## config.mk

```make
export PLATFORM = sky130hd
export DESIGN_NAME = ffa_cell
export DESIGN_NICKNAME = d
export VERILOG_FILES = /design/src/first_fit_aligned_allocator_unit_macros.svh /design/src/ffa_pkg.sv /design/src/ffa_cell.sv
export SDC_FILE = /design/constraint.sdc
export NUM_CORES = 1
export LEC_CHECK = 0
export BUFFER_PORTS_ARGS = -buffer_cell sky130_fd_sc_hd__buf_2
export CAP_MARGIN = 20
export CORE_UTILIZATION = 39
export CTS_BUF_LIST = sky130_fd_sc_hd__clkbuf_8
export DETAILED_ROUTE_END_ITERATION = 16
export GPL_ROUTABILITY_DRIVEN = 0
export PLACE_DENSITY = 0.88
export SYNTH_ARGS = -nofsm -noshare
export SYNTH_HDL_FRONTEND = slang
export SYNTH_SLANG_ARGS = --single-unit
export TNS_END_PERCENT = 20
```

## constraint.sdc

```tcl
create_clock -name i_clk -period 0.9 [get_ports i_clk]
set_input_delay 0.045 -clock i_clk [delete_from_list [all_inputs] [get_ports i_clk]]
set_output_delay 0.045 -clock i_clk [all_outputs]
set_load 0.05 [all_outputs]
```

## src/first_fit_aligned_allocator_unit_macros.svh

```systemverilog
// ----------------------------------------------------------------------------
// Assertion macros for the first-fit allocator unit
// Shared property forms, clocked on i_clk and held off while in reset.
// ----------------------------------------------------------------------------
`ifndef FIRST_FIT_ALIGNED_ALLOCATOR_UNIT_MACROS_SVH
`define FIRST_FIT_ALIGNED_ALLOCATOR_UNIT_MACROS_SVH

// Consequent must hold in the same cycle as the antecedent.
`define FFA_ASSERT_NOW(lbl, ante, cons, msg) \
    lbl: assert property (@(posedge i_clk) disable iff (!i_rst_n) (ante) |-> (cons)) \
        else $error(msg);

// Consequent must hold in the cycle after the antecedent.
`define FFA_ASSERT_NEXT(lbl, ante, cons, msg) \
    lbl: assert property (@(posedge i_clk) disable iff (!i_rst_n) (ante) |=> (cons)) \
        else $error(msg);

`endif

```

## src/ffa_pkg.sv

```systemverilog
// ----------------------------------------------------------------------------
// ffa_pkg
// Types, codes and helpers shared by the first-fit allocator modules.
// ----------------------------------------------------------------------------
package ffa_pkg;

    localparam int MAX_FREE_BLOCKS_DEF = 64;
    localparam int OFFSET_BITS_DEF     = 32;

    localparam logic [31:0] POOL_TOTAL_RST = 32'd1048576;
    localparam logic [15:0] DEF_ALIGN_RST  = 16'd16;

    // Command codes.
    localparam logic [1:0] CMD_ALLOC  = 2'd0;
    localparam logic [1:0] CMD_FREE   = 2'd1;
    localparam logic [1:0] CMD_RESET  = 2'd2;
    localparam logic [1:0] CMD_UNUSED = 2'd3;

    // Status codes.
    localparam logic [1:0] ST_OK    = 2'd0;
    localparam logic [1:0] ST_NOFIT = 2'd1;
    localparam logic [1:0] ST_FULL  = 2'd2;

    // Configuration register indexes.
    localparam logic CFG_POOL_TOTAL = 1'b0;
    localparam logic CFG_DEF_ALIGN  = 1'b1;

    typedef struct packed {
        logic [1:0]  command;
        logic [31:0] size_bytes;
        logic [15:0] align_request;
        logic [31:0] block_offset;
    } t_in_word;

    typedef struct packed {
        logic [1:0]  status;
        logic [31:0] alloc_offset;
        logic [31:0] used_bytes;
        logic [31:0] peak_bytes;
        logic [31:0] free_sum;
        logic [31:0] largest_free;
    } t_out_word;

    // Control for the row of list cells.
    typedef struct packed {
        logic shift;
        logic wr;
    } t_chain_ctl;

    function automatic logic [31:0] f_sat32(input logic [63:0] x);
        f_sat32 = (x > 64'h0000_0000_FFFF_FFFF) ? 32'hFFFF_FFFF : x[31:0];
    endfunction

endpackage

```

## src/ffa_cell.sv

```systemverilog
// ----------------------------------------------------------------------------
// ffa_cell
// One free-list entry. Takes its neighbor's entry on a shift, or new data
// when selected for a write.
// ----------------------------------------------------------------------------
module ffa_cell #(
    parameter int OB = ffa_pkg::OFFSET_BITS_DEF
) (
    input  logic                i_clk,
    input  logic                i_rst_n,
    input  ffa_pkg::t_chain_ctl i_ctl,
    input  logic                i_sel,
    input  logic [OB-1:0]       i_next_off,
    input  logic [OB-1:0]       i_next_size,
    input  logic [OB-1:0]       i_wr_off,
    input  logic [OB-1:0]       i_wr_size,
    output logic [OB-1:0]       o_off,
    output logic [OB-1:0]       o_size
);
    import ffa_pkg::*;

    logic [OB-1:0] r_off;
    logic [OB-1:0] r_size;

    // Reset leaves the single pool block; only the head cell is ever read then.
    always_ff @(posedge i_clk) begin
        if (!i_rst_n) begin
            r_off  <= '0;
            r_size <= OB'(64'(POOL_TOTAL_RST));
        end else if (i_ctl.shift) begin
            r_off  <= i_next_off;
            r_size <= i_next_size;
        end else if (i_ctl.wr && i_sel) begin
            r_off  <= i_wr_off;
            r_size <= i_wr_size;
        end
    end

    assign o_off  = r_off;
    assign o_size = r_size;

endmodule

```

==> results.tsv <==
stage	metric	value	unit
global_routing	first-pass GRT wire length	13620	um
timing	Final Hold Viols	0	
global_routing	pin count of the biggest net entering global routing	66	
floorplanning	full die area	0.008058	mm2
logic_synthesis	Mapped Area	0.003004	mm2
clock_network	buffer count from post-CTS setup fixing	0	
timing	FMAX	1121	MHz
timing	Slew Limit Fails	0	
worst_setup_path	CP max-delay cell	dfxtp_2	
final_layout	fin area	0.004923	mm2
timing	Final setup viols	0	
logic_synthesis	syn_area_per_cell	10.54	um2
floorplanning	num rows	31	
clock_network	clock buffer depth	2	
floorplanning	initial core utilization	0.4098	
floorplanning	die height	89.77	um
final_layout	Fill cells	557	
timing	tightest hold margin	0.05858	ns
global_routing	vias in the first global route	3036	
run	maxcap violations	0	
timing	unrepaired setup endpoints after global routing	yes	
final_layout	area occupied by multi-input gates	0.001538	mm2
logic_synthesis	flops & latches, synth	64	
logic_synthesis	cell taking the most area after synthesis	dfxtp_1	
power	leakage	2.916	nW
logic_synthesis	top-area cell type share of the netlist area	0.4265	
clock_network	TritonCTS clock tree	yes	
logic_synthesis	Mapped Nets	418	
logic_synthesis	Yosys warnings	0	
detailed_routing	WL per Instance	15.36	um
place	dpl cells	569	
power	Power Dens Cells	1720	mW/mm2
place	port bufs	196	
global_routing	GRT Total Usage	0.2117	
floorplanning	Core ar.	0.007331	mm2
clock_network	cts hold-fix bufs	0	
global_routing	antenna violations before repair	0	
clock_network	Clock Latency Late Sink	0.32	ns
worst_setup_path	Worst path max stage delay	0.37	ns
detailed_routing	drt first pass iters	5	
clock_network	htree depth	3	
final_layout	Area Overhead vs Synth	63.89	%
worst_setup_path	crit end category	output port	
timing	Tightest Pin Transition	0.2627	ns
logic_synthesis	Cells after Synth	285	
worst_setup_path	cell family with most CP delay	flip-flops	
final_layout	Diodes inserted	0	
worst_setup_path	worst path buffer plus inverter count	1	
clock_network	Clock transition at path regs	0.07	ns
final_layout	Final Instance Count excl. Fillers	585	
place	dpl cell area	0.004141	mm2
power	Max VDD drop	0.001052	V
worst_setup_path	crit start category	flop	
clock_network	CTS Root Cell	clkbuf_8	
logic_synthesis	synth unique cells	11	
timing	clk_skew	0	ns
worst_setup_path	Crit path arrival time	0.85	ns
timing	Rel. slew slack	0.8249	
final_layout	share of cells above drive strength 1	0.6049	
floorplanning	# IOs	197	
final_layout	register area	0.001361	mm2
final_layout	post-layout net count	614	
place	Place WS	-0.1541	ns
detailed_routing	drt initial violations	106	
outcome	status	finished, final reports clean	
timing	final period utilization	0.9910	
power	Tot Pwr	0.008471	W
global_routing	grt ovf	0	
clock_network	CTS Sinks	64	
worst_hold_path	Worst Hold Class	input pin to flop	
detailed_routing	vias per cell	5.027	
timing	Final min period	0.8919	ns
worst_setup_path	CP Cell Sequence	buf_8	
logic_synthesis	Seq/Total Area, Yosys	0.4265	
detailed_routing	ANT nets after route	0	
worst_setup_path	kind of critical path	flop to output port	
worst_setup_path	worst path required time	0.85	ns
worst_setup_path	CP max FO	2	
timing	Final WS setup	0.008115	ns
detailed_routing	vias	2941	
place	Detail Placement HPWL	5777	um
logic_synthesis	Synth area leaders	dfxtp_1, mux2i_1, o211a_1	
floorplanning	chip width	89.77	um
detailed_routing	DRC Markers	0	
detailed_routing	final wirelength	8986	um
clock_network	cts bufs inserted	9	
registers in the layout (all words and copies together) (netlist names):
name and cells:
o_off 32, o_size 32
path summary, 6_finish.rpt:
check,slack (ns),cells past startpoint,end,from
worst max-delay path,0.008,1,o_size[11],o_size[11]$_SDFFE_PN0P_
worst min-delay path,0.06,4,o_off[20]$_SDFFE_PN0P_,i_next_off[20]
worst max register to register,0.20,1,o_size[11]$_SDFFE_PN0P_,o_size[11]$_SDFFE_PN0P_
worst min register to register,0.50,1,o_size[24]$_SDFFE_PN0P_,o_size[24]$_SDFFE_PN0P_
power by group:
part | leakage (nW) | switching, W | internal, W | total [W]
clock network | 0.0990 | 0.00110 | 0.00142 | 0.00252
logic | 2.27 | 0.00147 | 0.00115 | 0.00262
registers | 0.550 | 0.000198 | 0.00313 | 0.00333
total | 2.92 | 0.00277 | 0.00570 | 0.00847
layout make-up:
type | count | area share
timing repair buffer | 213 | 0.3438
multi-input combinational | 193 | 0.3123
clock buffer | 11 | 0.03075
clock inverter | 5 | 0.01144
sequential | 64 | 0.2765
tap | 99 | 0.02516
cells in the mapped netlist:
library cell and number:
buf_2 1, mux2_2 1, o211a_1 63, dfxtp_1 64, buf_4 1, buf_6 11
clkbuf_1 13, buf_1 2, nand2_1 64, a21o_1 1, mux2i_1 64
placed cells by master (no fill, tap or decap):
| master | count |
|---|---|
| buf_4 | 11 |
| nand2_1 | 64 |
| buf_2 | 131 |
| clkbuf_8 | 11 |
| buf_6 | 39 |
| a21o_4 | 1 |
| clkinvlp_4 | 3 |
| mux2_2 | 1 |
| inv_1 | 1 |
| buf_8 | 25 |
| o211a_1 | 63 |
| mux2i_1 | 64 |
| dfxtp_2 | 64 |
| bufinv_16 | 1 |
| buf_12 | 7 |
cell families after synthesis:
family,after synthesis,share of synthesized area
and+or+nand+nor,64,0.07997
AOI/OAI and AO/OA,64,0.2124
muxes,65,0.2170
DFF,64,0.4265
buffers and inverters,28,0.06414
repair_timing:
item	CTS	global route
endpoints found under the setup margin	64	41
gates resized for setup	183	34
cloned	0	0
metal layers:
layer  up-vias  share of wire  GRT usage
li1       1419              -          -
met1      1356           0.36     0.2035
met2       146           0.55     0.4115
met3        20          0.067    0.06007
met4         0          0.023    0.09699
met5         -              0          0
per-stage QoR:
step                utilization  setup TNS (ns)
floorplan                     -               0
global placement         0.5649          -2.466
detailed placement       0.5649          -4.720
CTS                      0.6573        -0.01588
global route             0.6716         -0.2287
finish                   0.6716               0
Power figures use the tool's default switching activity.
