<file path="src/first_fit_aligned_allocator_unit_macros.svh">
// ----------------------------------------------------------------------------
// Assertion macros for the first-fit allocator unit
// Shared property forms, clocked on i_clk and held off while in reset.
// ----------------------------------------------------------------------------
`ifndef FIRST_FIT_ALIGNED_ALLOCATOR_UNIT_MACROS_SVH
`define FIRST_FIT_ALIGNED_ALLOCATOR_UNIT_MACROS_SVH

// Consequent must hold in the same cycle as the antecedent.
`define FFA_ASSERT_NOW(lbl, ante, cons, msg) \
    lbl: assert property (@(posedge i_clk) disable iff (!i_rst_n) (ante) |-> (cons)) \
        else $error(msg);

// Consequent must hold in the cycle after the antecedent.
`define FFA_ASSERT_NEXT(lbl, ante, cons, msg) \
    lbl: assert property (@(posedge i_clk) disable iff (!i_rst_n) (ante) |=> (cons)) \
        else $error(msg);

`endif

</file>
<file path="src/ffa_pkg.sv">
// ----------------------------------------------------------------------------
// ffa_pkg
// Types, codes and helpers shared by the first-fit allocator modules.
// ----------------------------------------------------------------------------
package ffa_pkg;

    localparam int MAX_FREE_BLOCKS_DEF = 64;
    localparam int OFFSET_BITS_DEF     = 32;

    localparam logic [31:0] POOL_TOTAL_RST = 32'd1048576;
    localparam logic [15:0] DEF_ALIGN_RST  = 16'd16;

    // Command codes.
    localparam logic [1:0] CMD_ALLOC  = 2'd0;
    localparam logic [1:0] CMD_FREE   = 2'd1;
    localparam logic [1:0] CMD_RESET  = 2'd2;
    localparam logic [1:0] CMD_UNUSED = 2'd3;

    // Status codes.
    localparam logic [1:0] ST_OK    = 2'd0;
    localparam logic [1:0] ST_NOFIT = 2'd1;
    localparam logic [1:0] ST_FULL  = 2'd2;

    // Configuration register indexes.
    localparam logic CFG_POOL_TOTAL = 1'b0;
    localparam logic CFG_DEF_ALIGN  = 1'b1;

    typedef struct packed {
        logic [1:0]  command;
        logic [31:0] size_bytes;
        logic [15:0] align_request;
        logic [31:0] block_offset;
    } t_in_word;

    typedef struct packed {
        logic [1:0]  status;
        logic [31:0] alloc_offset;
        logic [31:0] used_bytes;
        logic [31:0] peak_bytes;
        logic [31:0] free_sum;
        logic [31:0] largest_free;
    } t_out_word;

    // Control for the row of list cells.
    typedef struct packed {
        logic shift;
        logic wr;
    } t_chain_ctl;

    function automatic logic [31:0] f_sat32(input logic [63:0] x);
        f_sat32 = (x > 64'h0000_0000_FFFF_FFFF) ? 32'hFFFF_FFFF : x[31:0];
    endfunction

endpackage

</file>
<file path="src/ffa_mod_unit.sv">
// ----------------------------------------------------------------------------
// ffa_mod_unit
// Bit-serial remainder of an offset by a 16-bit alignment, one dividend
// bit per cycle.
// ----------------------------------------------------------------------------
module ffa_mod_unit #(
    parameter int DW = ffa_pkg::OFFSET_BITS_DEF
) (
    input  logic          i_clk,
    input  logic          i_rst_n,
    input  logic          i_start,
    input  logic [DW-1:0] i_dividend,
    input  logic [15:0]   i_divisor,
    output logic          o_busy,
    output logic [15:0]   o_rem
);
    import ffa_pkg::*;

    localparam int CW = $clog2(DW + 1);

    logic [CW-1:0] r_cnt;
    logic [DW-1:0] r_dvd;
    logic [15:0]   r_rem;
    logic [15:0]   r_dvs;
    logic [16:0]   n_trial;

    // Shift in the next dividend bit and subtract when the divisor fits.
    always_comb begin
        n_trial = {r_rem, r_dvd[DW-1]};
        if (n_trial >= {1'b0, r_dvs}) begin
            n_trial = n_trial - {1'b0, r_dvs};
        end
    end

    always_ff @(posedge i_clk) begin
        if (!i_rst_n) begin
            r_cnt <= '0;
        end else if (i_start) begin
            r_cnt <= CW'(DW);
        end else if (r_cnt != '0) begin
            r_cnt <= r_cnt - 1'b1;
        end
    end

    always_ff @(posedge i_clk) begin
        if (i_start) begin
            r_dvd <= i_dividend;
            r_dvs <= i_divisor;
            r_rem <= '0;
        end else if (r_cnt != '0) begin
            r_dvd <= {r_dvd[DW-2:0], 1'b0};
            r_rem <= n_trial[15:0];
        end
    end

    assign o_busy = (r_cnt != '0);
    assign o_rem  = r_rem;

endmodule

</file>
<file path="config.mk">
export PLATFORM = sky130hd
export DESIGN_NAME = ffa_mod_unit
export DESIGN_NICKNAME = d
export VERILOG_FILES = /design/src/first_fit_aligned_allocator_unit_macros.svh /design/src/ffa_pkg.sv /design/src/ffa_mod_unit.sv
export SDC_FILE = /design/constraint.sdc
export NUM_CORES = 1
export LEC_CHECK = 0
export BUFFER_PORTS_ARGS = -buffer_cell sky130_fd_sc_hd__buf_2
export CAP_MARGIN = 10
export CORE_ASPECT_RATIO = 1.25
export CORE_MARGIN = 2
export CORE_UTILIZATION = 40
export CTS_CLUSTER_DIAMETER = 150
export DETAILED_ROUTE_END_ITERATION = 12
export GPL_ROUTABILITY_DRIVEN = 1
export HOLD_SLACK_MARGIN = 0.05
export PLACE_DENSITY = 0.7
export SETUP_SLACK_MARGIN = 0.4
export SLEW_MARGIN = 20
export SYNTH_ARGS = -nofsm -noshare
export SYNTH_HDL_FRONTEND = slang
export SYNTH_SLANG_ARGS = --single-unit
export TNS_END_PERCENT = 5
</file>
<file path="constraint.sdc">
create_clock -name i_clk -period 7 [get_ports i_clk]
set_input_delay 1.4 -clock i_clk [delete_from_list [all_inputs] [get_ports i_clk]]
set_output_delay 1.4 -clock i_clk [all_outputs]
set_load 0.1 [all_outputs]
</file>
==> metrics.yaml <==
status:
  outcome: "finished, final reports clean"
sta:
  rsz0062_at_grt: "no"
  fin_skew_ns: 0.006619
  slew_headroom: 0.4493
  min_period_ns: 3.379
  drv_slew: 0
  hold_viol_final: 0
  max_freq_ghz: 0.2960
  fin_setup_tns_ns: 0
  setup_viol: 0
  fin_crit_sh: 0.4827
  tightest_slew_ns: 0.8260
setup_path:
  path_cells: "inv_1 -> ha_1 -> nand2_1 -> nor3_4 -> clkinv_1 -> buf_2"
  crit_path_start_kind: "flop"
  crit_family: "buffers and inverters"
  endpoint_kind: "primary output"
  cpPeakStageDelay_ns: 0.39
  slowest_stage: "nor3_4"
  crit_fanout: 9
  criticalPathCategory: "reg2out"
  arrival_ns: 1.98
  path_buf_inv: 3
  required_ns: 5.60
synthesis:
  synth.cell_area_um2: 3774
  yosysMostFrequentCell: "edfxtp_1"
  synth-seq-cells: 70
  synth_top_area_share: 0.3820
  syn_nets: 399
  yosys-top-cells-area: "edfxtp_1 38%, dfxtp_1 12%, mux2_2 9.5%, ha_1 5.6%, nor2_1 2.6%"
  synthFlopType: "edfxtp_1"
  syn_area_per_cell_um2: 11.44
  yosys-top-cells-count: "48 x edfxtp_1, 32 x mux2_2, 26 x nor2_1, 22 x dfxtp_1, 20 x inv_1"
  synth_edf_count: 48
  synth_top_area_cell: "edfxtp_1"
  async_reset_ff_frac: 0
  yosysSeqAreaShare: 0.4987
  ys_types: 53
  synth_cells: 330
  yosysWarnings: 0
floorplan:
  start_util: 0.4113
  die-area_um2: 10230
  die_h_um: 112.6
  die_w_um: 90.88
  io_pins: 68
  core-area_um2: 9174
  row_count: 39
power_and_ir_drop:
  ir_drop_mv: 0.1985
  p_leak_nw: 1.822
  power.density_nw_per_um2: 494.3
placed_design:
  place.gp.congestion: 0.8506
  postPlaceCellArea_um2: 4194
  io_buffer_count: 67
  hpwl_mm: 5.572
finish:
  num_antenna_cells: 0
  fin_nets: 465
  nFillCells: 903
  drive_gt1_frac: 0.3392
  area_growth_pct: 19.00
  final_cell_area_um2: 4491
route:
  drc: 0
  antenna_left: 0
  viasPerCell: 5.197
  wl_mm: 7.754
  drtIter0Drc: 126
  vias: 2723
  detail_route.first_pass.iterations: 4
  routedWlPerCell_um: 14.80
worst_hold_path:
  hp-class: "reg2reg"
clock_tree:
  cts_buffers: 9
  clkSlewWorstSetupHoldPaths_ns: 0.06
  cts_max_path_buffers: 2
  cts-root-buf: "clkbuf_16"
  cts_max_level: 3
  ctsResizeCount: 0
  clkSinkCount: 70
  post-cts-setup-buffers: 0
  cts_hold_buf: 0
  cts_tree: "built"
  insertion_delay_ns: 0.33
grt:
  grt_pass1_wl_mm: 12.81
  grt_max_degree: 67
  antenna_found_initial: 0
  grt_usage: 0.1605
  grt_pass1_vias: 2709
  grt_overflow: 0
job:
  cap_viol_max_count: 0
-- area by class of cell --
| class | instances | area [µm²] | area share |
|---|---|---|---|
| clock buffers | 9 | 225.2 | 0.05015 |
| inverters | 21 | 78.83 | 0.01755 |
| clock inverters | 7 | 71.32 | 0.01588 |
| multi-input cells | 225 | 1729 | 0.3851 |
| repair buffers | 69 | 350.3 | 0.07802 |
| flip-flops and latches | 70 | 1882 | 0.4191 |
| well taps | 123 | 153.9 | 0.03427 |
-- kinds of logic after synthesis --
logic type      share of synthesized area
fa+ha+maj                         0.06167
xor+xnor                          0.03249
compound gates                     0.1320
simple gates                       0.1233
buf+inv                           0.04310
mux                                0.1088
flops                              0.4987
-- tightest hold or removal path, stage by stage (launching register included) --
cell	delay (ns)
dfxtp_1	0.32
nor2_1	0.10
a211oi_1	0.04
-- per-stage QoR --
step | setup slack [ns] | hold WS [ns] | std cells | utilization | power, mW
2_1_floorplan | 3.619 | 0.4840 | 330 | - | 1.594
3_3_place_gp | 3.358 | 0.4966 | 508 | 0.4572 | 1.757
3_5_place_dp | 3.239 | 0.4987 | 508 | 0.4572 | 1.774
4_1_cts | 3.610 | 0.5115 | 524 | 0.4895 | 2.239
5_1_grt | 3.469 | 0.5370 | 524 | 0.4895 | 2.355
6_report | 3.621 | 0.5109 | 524 | 0.4895 | 2.220
-- worst paths after layout --
path,startpoint,to,cells after the start,slack (ns)
max,r_cnt[0],o_busy,6,3.62
min reg2reg,r_cnt[1],r_cnt[1],2,0.51
max reg2reg,r_dvd[31],o_rem[12],11,4.30
min,r_cnt[1],r_cnt[1],2,0.51
-- cells in the final DEF (no fill, tap or decap), drive strengths merged, types with 2 or more instances in the layout --
cell type	count
nand4b	3
mux2	32
and2	4
xor2	4
clkbuf	9
a32oi	2
o21bai	2
dfxtp	22
a21o	3
nand3	3
nor2b	4
inv	22
ha	17
o211ai	3
or2	2
a211oi	11
a311oi	2
a31oi	2
o21ai	15
clkinvlp	2
nor3	10
nor2	26
buf	69
clkinv	3
edfxtp	48
nand4	7
nor3b	2
a31o	2
xnor2	10
nand2	19
mux2i	5
nand2b	5
o21a	3
a21oi	18
-- power breakdown --
group	switching (mW)	internal (mW)	total, mW
sequential	0.0781	0.568	0.646
combinational	0.779	0.340	1.12
clock	0.178	0.276	0.455
-- flip-flops by register name (all words and copies together) (netlist names) --
name / count
r_dvs: 16
r_cnt: 6
o_rem: 16
r_dvd: 32
-- layer usage --
layer | track usage | wire, µm
met1 | 0.1917 | 3252
met5 | 0 | 0
met4 | 0.06263 | 112
met3 | 0.06577 | 528
met2 | 0.2592 | 3861
No activity file was read; power rests on OpenSTA's default activity.
